===== src/hw/rtl/adif_pkg.sv =====
// Package for the ADIF tag tokenizer: event codes, character constants,
// length width and small character helpers. No dependencies.
package adif_pkg;

    // Width of the internal length accumulator and byte counter
    localparam int LENGTH_BITS   = 16;
    localparam int FIELD_LEN_W   = 16;
    localparam logic [LENGTH_BITS-1:0] LEN_MAX = {LENGTH_BITS{1'b1}};

    // Event codes on the result channel
    typedef enum logic [2:0] {
        EV_NAME_BYTE    = 3'd0,
        EV_TAG_CLOSED   = 3'd1,
        EV_CONTENT_BYTE = 3'd2,
        EV_HEADER_END   = 3'd3,
        EV_INPUT_OK     = 3'd4,
        EV_INPUT_TRUNC  = 3'd5,
        EV_NONE         = 3'd6
    } t_event;

    // Input item kinds
    localparam logic KIND_TEXT = 1'b0;
    localparam logic KIND_END  = 1'b1;

    // Characters
    localparam logic [7:0] CH_LT    = 8'h3C;
    localparam logic [7:0] CH_GT    = 8'h3E;
    localparam logic [7:0] CH_COLON = 8'h3A;
    localparam logic [7:0] CH_SPACE = 8'h20;
    localparam logic [7:0] CH_E     = 8'h45;
    localparam logic [7:0] CH_O     = 8'h4F;
    localparam logic [7:0] CH_H     = 8'h48;
    localparam logic [7:0] CH_R     = 8'h52;
    localparam logic [7:0] CH_0     = 8'h30;
    localparam logic [7:0] CH_9     = 8'h39;

    // Keyword matcher: 0..3 = characters matched, MATCH_FAIL = mismatch
    localparam logic [2:0] MATCH_FULL = 3'd3;
    localparam logic [2:0] MATCH_FAIL = 3'd4;

    // ASCII upper-case, a-z only
    function automatic logic [7:0] upcase(input logic [7:0] c);
        logic [7:0] r;
        r = c;
        if (c >= 8'h61 && c <= 8'h7A) begin
            r = c - 8'd32;
        end
        return r;
    endfunction

    // One step of matching a three-letter keyword
    function automatic logic [2:0] match_step(input logic [2:0] m, input logic [7:0] c,
                                              input logic [7:0] k0, input logic [7:0] k1,
                                              input logic [7:0] k2);
        logic [2:0] r;
        r = MATCH_FAIL;
        case (m)
            3'd0: if (c == k0) r = 3'd1;
            3'd1: if (c == k1) r = 3'd2;
            3'd2: if (c == k2) r = 3'd3;
            default: r = MATCH_FAIL;
        endcase
        return r;
    endfunction

endpackage


===== src/hw/rtl/adif_stream_if.sv =====
// Valid/ready channel interfaces for the ADIF tag tokenizer.
// Depends on adif_pkg.
interface adif_in_if import adif_pkg::*; ();
    logic       valid;
    logic       ready;
    logic       kind;
    logic [7:0] text_byte;

    modport source (output valid, kind, text_byte, input ready);
    modport sink   (input valid, kind, text_byte, output ready);
endinterface

interface adif_out_if import adif_pkg::*; ();
    logic                   valid;
    logic                   ready;
    logic [2:0]             event_res;
    logic [7:0]             data_byte;
    logic [FIELD_LEN_W-1:0] field_length;
    logic                   is_record_end;
    logic                   field_done;
    logic                   header_seen;

    modport source (output valid, event_res, data_byte, field_length, is_record_end,
                    field_done, header_seen, input ready);
    modport sink   (input valid, event_res, data_byte, field_length, is_record_end,
                    field_done, header_seen, output ready);
endinterface


===== src/hw/rtl/adif_tag_tokenizer.sv =====
// ADIF tag tokenizer top level: input register, tokenizer state, result register.
// Depends on adif_pkg and the channel interfaces in adif_stream_if.sv.
//
// Usage:
//   i_in carries one request per text byte (kind = 0) or an end-of-input
//   marker (kind = 1). o_out carries zero or one result per request: name
//   bytes, tag close with its declared length, content bytes, header end,
//   and the final ok / truncated report.
//   A request passes through the input register and then the result
//   register before its result appears on o_out. Throughput: one request
//   per cycle while o_out is not stalled; the tokenizer state updates
//   once per byte, so back-to-back bytes flow without gaps. When o_out is
//   stalled the result register holds, the input register still takes
//   one more request, and i_in.ready drops only when both are full. A
//   request that produces no result leaves the input register without
//   using the result register, unless o_out is stalled.
//   Reset (synchronous, i_rst_n low) returns to the start phase with all
//   counters and flags cleared and both registers empty. After end of input
//   has been reported every later request is consumed with no result.
module adif_tag_tokenizer import adif_pkg::*; (
    input  logic        i_clk,
    input  logic        i_rst_n,
    adif_in_if.sink     i_in,
    adif_out_if.source  o_out
);

    typedef enum logic [3:0] {
        PH_START, PH_HDR_TEXT, PH_HDR_TAG, PH_BETWEEN, PH_NAME,
        PH_LEN, PH_TYPE, PH_CONTENT, PH_DONE
    } t_phase;

    localparam int ACC_W = LENGTH_BITS + 4;

    // Input register
    logic       r_in_valid;
    logic       r_kind;
    logic [7:0] r_byte;

    // Tokenizer state
    t_phase                 r_phase, n_phase;
    logic [2:0]             r_eor_match, n_eor_match;
    logic [2:0]             r_eoh_match, n_eoh_match;
    logic [LENGTH_BITS-1:0] r_len_acc, n_len_acc;
    logic                   r_len_bad, n_len_bad;
    logic [LENGTH_BITS-1:0] r_bytes_left, n_bytes_left;
    logic                   r_rec_seen, n_rec_seen;
    logic                   r_hdr_flag, n_hdr_flag;

    // Result register
    logic                   r_out_valid;
    t_event                 r_ev;
    logic [7:0]             r_data;
    logic [FIELD_LEN_W-1:0] r_flen;
    logic                   r_rec;
    logic                   r_done;
    logic                   r_hdr;

    // Combinational result
    logic                   res_valid;
    t_event                 res_ev;
    logic [7:0]             res_data;
    logic [FIELD_LEN_W-1:0] res_flen;
    logic                   res_rec;
    logic                   res_done;

    logic advance, proc;
    logic [7:0]             uc;
    logic [LENGTH_BITS-1:0] close_len;
    logic                   close_rec;
    logic [ACC_W-1:0]       acc_next;
    logic [LENGTH_BITS-1:0] bl_dec;

    assign advance    = !r_out_valid || o_out.ready;
    assign proc       = r_in_valid && advance;
    assign i_in.ready = !r_in_valid || advance;

    assign uc        = upcase(r_byte);
    assign close_len = r_len_bad ? '0 : r_len_acc;
    assign close_rec = (r_eor_match == MATCH_FULL);
    assign acc_next  = (ACC_W'(r_len_acc) << 3) + (ACC_W'(r_len_acc) << 1)
                     + ACC_W'(r_byte - CH_0);
    assign bl_dec    = (r_bytes_left != '0) ? r_bytes_left - 1'b1 : r_bytes_left;

    // Per-byte state update and result
    always_comb begin
        n_phase      = r_phase;
        n_eor_match  = r_eor_match;
        n_eoh_match  = r_eoh_match;
        n_len_acc    = r_len_acc;
        n_len_bad    = r_len_bad;
        n_bytes_left = r_bytes_left;
        n_rec_seen   = r_rec_seen;
        n_hdr_flag   = r_hdr_flag;
        res_valid    = 1'b0;
        res_ev       = EV_NONE;
        res_data     = '0;
        res_flen     = '0;
        res_rec      = 1'b0;
        res_done     = 1'b0;

        if (proc && r_phase != PH_DONE) begin
            if (r_kind == KIND_END) begin
                res_valid = 1'b1;
                res_ev    = (r_phase == PH_BETWEEN && r_rec_seen) ? EV_INPUT_OK
                                                                  : EV_INPUT_TRUNC;
                n_phase   = PH_DONE;
            end else begin
                unique case (r_phase)
                    PH_START: begin
                        if (r_byte == CH_LT) begin
                            n_phase     = PH_NAME;
                            n_eor_match = '0;
                            n_len_acc   = '0;
                            n_len_bad   = 1'b0;
                        end else begin
                            n_phase = PH_HDR_TEXT;
                        end
                    end
                    PH_HDR_TEXT: begin
                        if (r_byte == CH_LT) begin
                            n_phase     = PH_HDR_TAG;
                            n_eoh_match = '0;
                        end
                    end
                    PH_HDR_TAG: begin
                        if (r_byte == CH_GT) begin
                            n_eoh_match = '0;
                            if (r_eoh_match == MATCH_FULL) begin
                                n_hdr_flag = 1'b1;
                                n_phase    = PH_BETWEEN;
                                res_valid  = 1'b1;
                                res_ev     = EV_HEADER_END;
                            end else begin
                                n_phase = PH_HDR_TEXT;
                            end
                        end else begin
                            n_eoh_match = match_step(r_eoh_match, uc, CH_E, CH_O, CH_H);
                        end
                    end
                    PH_BETWEEN: begin
                        if (r_byte == CH_LT) begin
                            n_phase     = PH_NAME;
                            n_eor_match = '0;
                            n_len_acc   = '0;
                            n_len_bad   = 1'b0;
                        end
                    end
                    PH_NAME, PH_LEN, PH_TYPE: begin
                        if (r_byte == CH_GT) begin
                            // tag close
                            res_valid = 1'b1;
                            res_ev    = EV_TAG_CLOSED;
                            res_flen  = FIELD_LEN_W'(32'(close_len));
                            res_rec   = close_rec;
                            if (close_len == '0) begin
                                res_done = 1'b1;
                                n_phase  = PH_BETWEEN;
                                if (close_rec) n_rec_seen = 1'b1;
                            end else begin
                                n_bytes_left = close_len;
                                n_phase      = PH_CONTENT;
                            end
                        end else if (r_phase == PH_TYPE) begin
                            n_phase = PH_TYPE;
                        end else if (r_byte == CH_COLON) begin
                            n_phase = (r_phase == PH_NAME) ? PH_LEN : PH_TYPE;
                        end else if (r_byte == CH_SPACE) begin
                            n_phase = r_phase;
                        end else if (r_phase == PH_NAME) begin
                            n_eor_match = match_step(r_eor_match, uc, CH_E, CH_O, CH_R);
                            res_valid   = 1'b1;
                            res_ev      = EV_NAME_BYTE;
                            res_data    = uc;
                        end else if (r_byte >= CH_0 && r_byte <= CH_9) begin
                            // decimal accumulate with saturation
                            if (acc_next > ACC_W'(LEN_MAX)) begin
                                n_len_acc = LEN_MAX;
                            end else begin
                                n_len_acc = acc_next[LENGTH_BITS-1:0];
                            end
                        end else begin
                            n_len_bad = 1'b1;
                        end
                    end
                    PH_CONTENT: begin
                        n_bytes_left = bl_dec;
                        res_valid    = 1'b1;
                        res_ev       = EV_CONTENT_BYTE;
                        res_data     = r_byte;
                        res_rec      = close_rec;
                        if (bl_dec == '0) begin
                            res_done = 1'b1;
                            n_phase  = PH_BETWEEN;
                            if (close_rec) n_rec_seen = 1'b1;
                        end
                    end
                    default: begin
                        n_phase = PH_DONE;
                    end
                endcase
            end
        end
    end

    // State, input register and result register
    always_ff @(posedge i_clk) begin
        if (!i_rst_n) begin
            r_in_valid   <= 1'b0;
            r_out_valid  <= 1'b0;
            r_phase      <= PH_START;
            r_eor_match  <= '0;
            r_eoh_match  <= '0;
            r_len_acc    <= '0;
            r_len_bad    <= 1'b0;
            r_bytes_left <= '0;
            r_rec_seen   <= 1'b0;
            r_hdr_flag   <= 1'b0;
        end else begin
            if (i_in.valid && i_in.ready) begin
                r_in_valid <= 1'b1;
            end else if (advance) begin
                r_in_valid <= 1'b0;
            end
            if (advance) begin
                r_out_valid <= res_valid;
            end
            r_phase      <= n_phase;
            r_eor_match  <= n_eor_match;
            r_eoh_match  <= n_eoh_match;
            r_len_acc    <= n_len_acc;
            r_len_bad    <= n_len_bad;
            r_bytes_left <= n_bytes_left;
            r_rec_seen   <= n_rec_seen;
            r_hdr_flag   <= n_hdr_flag;
        end
    end

    // Payload registers
    always_ff @(posedge i_clk) begin
        if (i_in.valid && i_in.ready) begin
            r_kind <= i_in.kind;
            r_byte <= i_in.text_byte;
        end
        if (advance && res_valid) begin
            r_ev   <= res_ev;
            r_data <= res_data;
            r_flen <= res_flen;
            r_rec  <= res_rec;
            r_done <= res_done;
            r_hdr  <= n_hdr_flag;
        end
    end

    assign o_out.valid         = r_out_valid;
    assign o_out.event_res     = r_ev;
    assign o_out.data_byte     = r_data;
    assign o_out.field_length  = r_flen;
    assign o_out.is_record_end = r_rec;
    assign o_out.field_done    = r_done;
    assign o_out.header_seen   = r_hdr;

endmodule


===== src/flat_wrapper.sv =====
// flat-port wrapper written by rule: the top's interface ports become plain ports
module adif_tag_tokenizer_flat import adif_pkg::*;
  (i_clk, i_rst_n, i_in_valid, i_in_kind, i_in_text_byte, i_in_ready, o_out_valid, o_out_event_res, o_out_data_byte, o_out_field_length, o_out_is_record_end, o_out_field_done, o_out_header_seen, o_out_ready);
  adif_in_if i_in_i ();
  adif_out_if o_out_i ();
  input  logic i_clk;
  input  logic i_rst_n;
  input wire logic [$bits(i_in_i.valid)-1:0] i_in_valid;
  input wire logic [$bits(i_in_i.kind)-1:0] i_in_kind;
  input wire logic [$bits(i_in_i.text_byte)-1:0] i_in_text_byte;
  output wire logic [$bits(i_in_i.ready)-1:0] i_in_ready;
  output wire logic [$bits(o_out_i.valid)-1:0] o_out_valid;
  output wire logic [$bits(o_out_i.event_res)-1:0] o_out_event_res;
  output wire logic [$bits(o_out_i.data_byte)-1:0] o_out_data_byte;
  output wire logic [$bits(o_out_i.field_length)-1:0] o_out_field_length;
  output wire logic [$bits(o_out_i.is_record_end)-1:0] o_out_is_record_end;
  output wire logic [$bits(o_out_i.field_done)-1:0] o_out_field_done;
  output wire logic [$bits(o_out_i.header_seen)-1:0] o_out_header_seen;
  input wire logic [$bits(o_out_i.ready)-1:0] o_out_ready;
  assign i_in_i.valid = i_in_valid;
  assign i_in_i.kind = i_in_kind;
  assign i_in_i.text_byte = i_in_text_byte;
  assign i_in_ready = i_in_i.ready;
  assign o_out_valid = o_out_i.valid;
  assign o_out_event_res = o_out_i.event_res;
  assign o_out_data_byte = o_out_i.data_byte;
  assign o_out_field_length = o_out_i.field_length;
  assign o_out_is_record_end = o_out_i.is_record_end;
  assign o_out_field_done = o_out_i.field_done;
  assign o_out_header_seen = o_out_i.header_seen;
  assign o_out_i.ready = o_out_ready;
  adif_tag_tokenizer u_core (.i_clk(i_clk), .i_rst_n(i_rst_n), .i_in(i_in_i), .o_out(o_out_i));
endmodule

===== config.mk =====
export PLATFORM = sky130hd
export DESIGN_NAME = adif_tag_tokenizer_flat
export DESIGN_NICKNAME = d
export VERILOG_FILES = /design/src/hw/rtl/adif_pkg.sv /design/src/hw/rtl/adif_stream_if.sv /design/src/hw/rtl/adif_tag_tokenizer.sv /design/src/flat_wrapper.sv
export SDC_FILE = /design/constraint.sdc
export NUM_CORES = 1
export LEC_CHECK = 0
export BUFFER_PORTS_ARGS = -buffer_cell sky130_fd_sc_hd__buf_4
export CAP_MARGIN = 25
export CORE_ASPECT_RATIO = 1.5
export CORE_MARGIN = 10
export CORE_UTILIZATION = 30
export DETAILED_ROUTE_END_ITERATION = 8
export SYNTH_ARGS = -nofsm -noshare
export SYNTH_HDL_FRONTEND = slang
export SYNTH_SLANG_ARGS = --single-unit

===== constraint.sdc =====
create_clock -name i_clk -period 11.01 [get_ports i_clk]
set_input_delay 2.202 -clock i_clk [delete_from_list [all_inputs] [get_ports i_clk]]
set_output_delay 2.202 -clock i_clk [all_outputs]
set_load 0.01 [all_outputs]

==> summary.txt, run 1 <==
fraction of layout cells with a size suffix above 1 = 13.8%
Worst R2R Start = u_core.r_byte[6]
vias in the first global route = 4789
Syn Nets = 666
final non-filler cell total = 903
die footprint = 25100 sq um
Core ar. = 18600 sq um
ys async rst share = 0%
Syn Inst Count = 612
sequential share of the synthesized area = 36.9%
peak supply drop = 0.0661 mV
Post-Place Cells = 887
cts hold-fix bufs = 0
Post-DP HPWL = 11500 um
initial antenna violation count = 0
most frequent cell after synthesis = nor2_1
H-tree Lvls = 3
final hold slack = 0.476 ns
first-pass GRT wire length = 25000 um
die width = 133 um
Final period util = 45.1%
Synth top cells by count = nor2_1, dfxtp_1, inv_1
HP Start = u_core.r_rec_seen
post-DR wirelength/cell = 16.7 um
nets@finish = 700
Die Y = 189 um
Area contributors post-synth = edfxtp_1, dfxtp_1, ha_1, fa_1, nor2_1
final worst setup slack = 6.05 ns
WL final = 15100 um
CTS tree = done
Fmax = 0.201 GHz
I/O Pins = 45
Tightest Pin Transition = 0.977 ns
# rows = 61
postcts setup bufs = 0
starting density of the core = 30.7%
Syn. warnings = 0
total clock sinks = 86
Detailed Route Iter0 Violations = 456
worst skew pair latency = 0.35 ns
remaining antenna violation count = 0
Hold Path Class = register to register
Util after Layout = 35.7%
DP Worst Slack = 6.04 ns
GPL Wtd Cong = 0.873
Max Cap Viol = 0
mean post-synth cell area = 9.34 sq um
EDFF count, synth = 39
# diodes = 0
Worst Reg-to-Reg Cells = 15
Synth area leader = edfxtp_1
data arrival time of the worst path = 2.76 ns
Yosys top cell area share = 20.5%
Main synth FF type = dfxtp_1
post_cts resized = 0
synthesized area = 5720 sq um
DR pass1 iterations = 5
total CTS buffers = 9
register-to-register setup slack = 6.59 ns
# setup viols final = 0
final hold viol count = 0
crit start category = input pin
Port Buf Inserts = 44
hold path endpoint = u_core.r_rec_seen
Synth Register Bits = 86
clock buffer depth = 2
GRT Util Overall = 12.0%
post-DR vias/cell = 5.33
Via Count = 4811
Worst EP required = 8.81 ns
hold path cells = 2
status = completed
Worst-path clk slew = 0.06 ns
crit path max fanout = 4
pin count of the biggest net entering global routing = 29
DRC viols = 0
Worst R2R End = u_core.r_len_acc[4]
CTS root buffer = clkbuf_16
RSZ-0062 raised after global routing = no
Final Skew = 0.0103 ns
post-synth cell types = 79
Pins Over Slew Limit = 0
Power Density = 110 nW/um^2
final worst path period need = 4.96 ns
synthesis-to-finish area growth = 16.2%
LEAKAGE = 2.70 nW
crit end category = output pin
grt total ovfl = 0
Setup CP Type = input pin to output pin
Setup TNS Final = 0 ns
relative slew slack = 34.4%
==> metrics by stage <==
step / instance area (sq um) / total power, mW
4_1_cts: 6650 / 0.734
5_1_grt: 6650 / 0.752
6_report: 6650 / 0.728
2_1_floorplan: 5720 / 0.385
3_3_place_gp: 6300 / 0.402
3_5_place_dp: 6330 / 0.403
==> kinds of logic after synthesis <==
logic type / after synthesis / synth area share [%]
multiplexers: 6 / 1.07
adder cells (fa/ha/maj): 41 / 10.9
flip-flops: 86 / 36.9
AO/OA/AOI/OAI: 178 / 22.9
XOR/XNOR: 17 / 2.60
buffers and inverters: 71 / 5.10
AND/OR/NAND/NOR: 213 / 20.5
==> worst max-delay path, stage by stage <==
cell and delay [ns]:
buf_4 0.11, nor2b_1 0.21, nand2_1 0.10, buf_4 0.15
==> power breakdown <==
part | total [mW] | internal, mW | switching [mW] | leakage (nW)
sequential | 0.345 | 0.338 | 0.00711 | 0.758
combinational | 0.0505 | 0.0213 | 0.0293 | 1.79
clock | 0.333 | 0.200 | 0.133 | 0.156
total | 0.728 | 0.559 | 0.169 | 2.70
==> cell usage in the layout (no fill, tap or decap), types with 7 or more instances in the layout <==
master | synthesis | final
fa_1 | 15 | 15
and2_1 | 12 | 12
inv_1 | 43 | 43
nand3_1 | 13 | 13
o211ai_1 | 7 | 7
edfxtp_1 | 39 | 39
buf_4 | 1 | 50
a21o_1 | 8 | 8
nand2b_1 | 9 | 9
and3_1 | 12 | 12
xnor2_1 | 10 | 10
xor2_1 | 7 | 7
ha_1 | 26 | 26
o21ai_0 | 31 | 31
nor4_1 | 21 | 21
a21oi_1 | 39 | 39
clkbuf_16 | 0 | 9
nand2_1 | 39 | 39
a221o_1 | 16 | 16
nor3_1 | 20 | 19
dfxtp_1 | 47 | 47
nor2_1 | 53 | 53
==> state kept, by name, indices dropped and copies added, names as in the netlist <==
register,cells
u_core.r_len_acc,16
u_core.r_byte,8
u_core.r_kind,1
u_core.r_eor_match,3
u_core.o_out.data_byte,8
u_core.r_len_bad,1
u_core.o_out.field_length,16
u_core.o_out.is_record_end,1
u_core.o_out.valid,1
u_core.r_rec_seen,1
u_core.r_hdr_flag,1
u_core.r_bytes_left,16
u_core.r_eoh_match,3
u_core.r_phase,4
u_core.o_out.event_res,3
u_core.o_out.field_done,1
u_core.r_in_valid,1
u_core.o_out.header_seen,1
==> worst max path at each step <==
stage                           endpoint  slack, ns        start  cells after the start
6_report                      i_in_ready       6.05  o_out_ready                      4
5_1_grt                       i_in_ready       5.96  o_out_ready                      4
4_1_cts                       i_in_ready       6.04  o_out_ready                      4
3_5_place_dp                  i_in_ready       6.04  o_out_ready                      4
3_3_place_gp                  i_in_ready       6.05  o_out_ready                      4
2_1_floorplan  u_core.o_out.data_byte[0]       6.29  o_out_ready                      4
==> area by class of cell <==
class	instances	area, sq um
Clock buffer	9	225
Clock inverter	7	93.8
Fill cell	1955	12000
Inverter	43	161
Multi-Input combinational cell	455	3330
Sequential cell	86	2110
Tap cell	252	315
Timing Repair Buffer	51	403
==> routing by layer <==
metal	wire length [um]	up-vias	part of all wire [%]	global-route usage, %
li1	-	2363	-	-
met1	6340	2322	42	13.7
met2	8030	116	53	22.2
met3	554	10	3.7	2.07
met4	172	0	1.1	3.74
met5	0	-	0	0
(Power assumes the default switching activity.)
==> inputs of run 2 (changes only) <==
==> constraint.sdc (replaced) <==
create_clock -name i_clk -period 4.64 [get_ports i_clk]
set_input_delay 0.928 -clock i_clk [delete_from_list [all_inputs] [get_ports i_clk]]
set_output_delay 0.928 -clock i_clk [all_outputs]
set_load 0.01 [all_outputs]
==> run 2 against run 1 <==
Against the previous run:
- critical path type is now register to register
- combinational power up 140%
- die area stayed put
- via count increased by 0.56%
- final area fell by 0.40%
==> summary.txt, run 2 (synthesized netlist as in run 1, its figures left out) <==
peak supply drop = 0.193 mV (was 0.0661 mV)
GPL Wtd Cong = 0.856 (was 0.873)
internal power = 1.27 mW (was 0.559 mW)
fraction of layout cells with a size suffix above 1 = 14.2% (was 13.8%)
final worst path period need = 4.30 ns
pin count of the biggest net entering global routing = 29 (unchanged)
RSZ-0062 raised after global routing = no (unchanged)
vias in the first global route = 4795 (was 4789)
worst skew pair latency = 0.34 ns (was 0.35 ns)
Comb pwr share = 7.1% (was 6.9%)
# setup viols final = 0 (unchanged)
status = completed (unchanged)
initial antenna violation count = 0 (unchanged)
nets@finish = 703 (was 700)
Final period util = 92.7%
Setup CP Type = register to register (was input pin to output pin)
Final Skew = 0.00779 ns (was 0.0103 ns)
final hold viol count = 0 (unchanged)
Switch Pwr = 0.390 mW (was 0.169 mW)
CP bufs+invs = 2 (unchanged)
final hold slack = 0.469 ns (was 0.476 ns)
final non-filler cell total = 906 (was 903)
Core ar. = 18600 sq um (unchanged)
I/O Pins = 45 (unchanged)
DRC viols = 0 (unchanged)
Filler Cell Count = 1911 (was 1955)
register-to-register setup slack = 0.34 ns (was 6.59 ns)
Worst Setup EP = u_core.r_len_acc[1] (was i_in_ready)
synthesis-to-finish area growth = 15.8% (was 16.2%)
number of gates on the worst path with buffers counted = 15 (was 4)
Hold Path Class = register to register (unchanged)
switch share = 23.5% (was 23.2%)
LEAKAGE = 2.69 nW (was 2.70 nW)
Detailed Route Iter0 Violations = 445 (was 456)
crit end category = register (was output pin)
# rows = 61 (unchanged)
die width = 133 um (unchanged)
Port Buf Inserts = 44 (unchanged)
Worst Reg-to-Reg Cells = 15 (unchanged)
clock buffer depth = 2 (unchanged)
remaining antenna violation count = 0 (unchanged)
H-tree Lvls = 3 (unchanged)
Sequential Power Share = 49.4% (was 47.4%)
starting density of the core = 30.7% (unchanged)
CTS tree = done (unchanged)
Worst R2R End = u_core.r_len_acc[1] (was u_core.r_len_acc[4])
cts hold-fix bufs = 0 (unchanged)
post_cts resized = 0 (unchanged)
first-pass GRT wire length = 25700 um (was 25000 um)
Worst EP required = 4.87 ns (was 8.81 ns)
DR pass1 iterations = 5 (unchanged)
data arrival time of the worst path = 4.53 ns (was 2.76 ns)
Tightest Pin Transition = 0.862 ns (was 0.977 ns)
Placed Area = 6320 sq um (was 6330 sq um)
post-DR wirelength/cell = 17.0 um (was 16.7 um)
Final Power = 1.66 mW (was 0.728 mW)
die footprint = 25100 sq um (unchanged)
cell family with the largest share of critical-path delay = compound AO/OA/AOI/OAI gates (was simple AND/OR/NAND/NOR gates)
Post-Place Cells = 889 (was 887)
crit start category = register (was input pin)
Fmax = 0.233 GHz
post-DR vias/cell = 5.34 (was 5.33)
GRT Util Overall = 12.4% (was 12.0%)
total clock sinks = 86 (unchanged)
Die Y = 189 um (unchanged)
slowest cell on the critical path = fa_1 (was nor2b_1)
Worst R2R Start = u_core.r_byte[6] (unchanged)
Pins Over Slew Limit = 0 (unchanged)
Design Area, Final = 6620 sq um (was 6650 sq um)
Worst-path clk slew = 0.06 ns (about the same)
crit path max fanout = 16 (was 4)
total CTS buffers = 9 (unchanged)
Max Cap Viol = 0 (unchanged)
critical-path cell list = inv_1, ha_1, a21oi_1, xnor2_1, fa_1, inv_1, ha_1, a21oi_1, o211ai_1, a31oi_2, nor3_1, o41ai_2, xor2_1, a41oi_4, a221o_1 (was buf_4, nor2b_1, nand2_1, buf_4)
grt total ovfl = 0 (unchanged)
CTS root buffer = clkbuf_16 (unchanged)
# diodes = 0 (unchanged)
CP startpoint = u_core.r_byte[6] (was o_out_ready)
Setup TNS Final = 0 ns (unchanged)
Largest stage delay, worst path = 0.51 ns (was 0.21 ns)
most frequent cells in the layout = nor2_1, buf_4, dfxtp_1, inv_1 (unchanged)
Power Density = 251 nW/um^2 (was 110 nW/um^2)
Post-DP HPWL = 11700 um (was 11500 um)
postcts setup bufs = 0 (unchanged)
WL final = 15400 um (was 15100 um)
Via Count = 4838 (was 4811)
clock share of power = 43.5% (was 45.7%)
relative slew slack = 42.5% (was 34.4%)
==> run 2: final cells by class <==
type	instances	area [sq um]	share of cell area, %
clock buffers	11	233	3.52
repair buffers	54	403	6.09
flip-flops and latches	86	2110	31.9
well taps	252	315	4.76
clock inverters	5	60.1	0.907
multi-input cells	455	3330	50.4
inverters	43	161	2.44
==> run 2: per-layer routing <==
layer	up-vias	part of all wire (%)	GRT usage, %
li1	2358	-	-
met1	2346	42	14.8
met2	118	52	21.6
met3	16	3.9	2.07
met4	0	2.0	4.58
met5	-	0	0
==> run 2: how the worst min path moves through the flow <==
stage	from	endpoint	slack, ns	cells past startpoint
floorplan	u_core.r_rec_seen	u_core.r_rec_seen	0.43	2
global placement	u_core.r_rec_seen	u_core.r_rec_seen	0.45	2
detailed placement	u_core.r_rec_seen	u_core.r_rec_seen	0.46	2
CTS	u_core.r_rec_seen	u_core.r_rec_seen	0.48	2
global route	u_core.r_rec_seen	u_core.r_rec_seen	0.52	2
finish	u_core.r_rec_seen	u_core.r_rec_seen	0.47	2
==> run 2: power groups by stage <==
| stage | clock [mW] | sequential (mW) | combinational [mW] |
|---|---|---|---|
| final | 0.722 | 0.820 | 0.119 |
| after global placement | 0 | 0.836 | 0.118 |
| after detailed placement | 0 | 0.836 | 0.120 |
| after global routing | 0.771 | 0.822 | 0.133 |
| after floorplan | 0 | 0.829 | 0.0845 |
| after CTS | 0.736 | 0.820 | 0.120 |
==> run 2: through the flow <==
stage | setup WS, ns | utilization, %
4_1_cts | 0.372 | 35.5
2_1_floorplan | 0.0100 | -
3_5_place_dp | 0.398 | 33.9
3_3_place_gp | 0.517 | 33.9
5_1_grt | 0.0934 | 35.5
6_report | 0.341 | 35.5
==> run 2: worst register-to-register path: cells and delay by family, from the launching register on <==
| kind | cells | cell delay [ns] |
|---|---|---|
| AOI/OAI and AO/OA | 7 | 1.92 |
| adders and majority gates | 3 | 1.10 |
| DFF | 1 | 0.47 |
| xor gates and xnor gates | 2 | 0.39 |
| buffers and inverters | 2 | 0.18 |
| and+or+nand+nor | 1 | 0.12 |
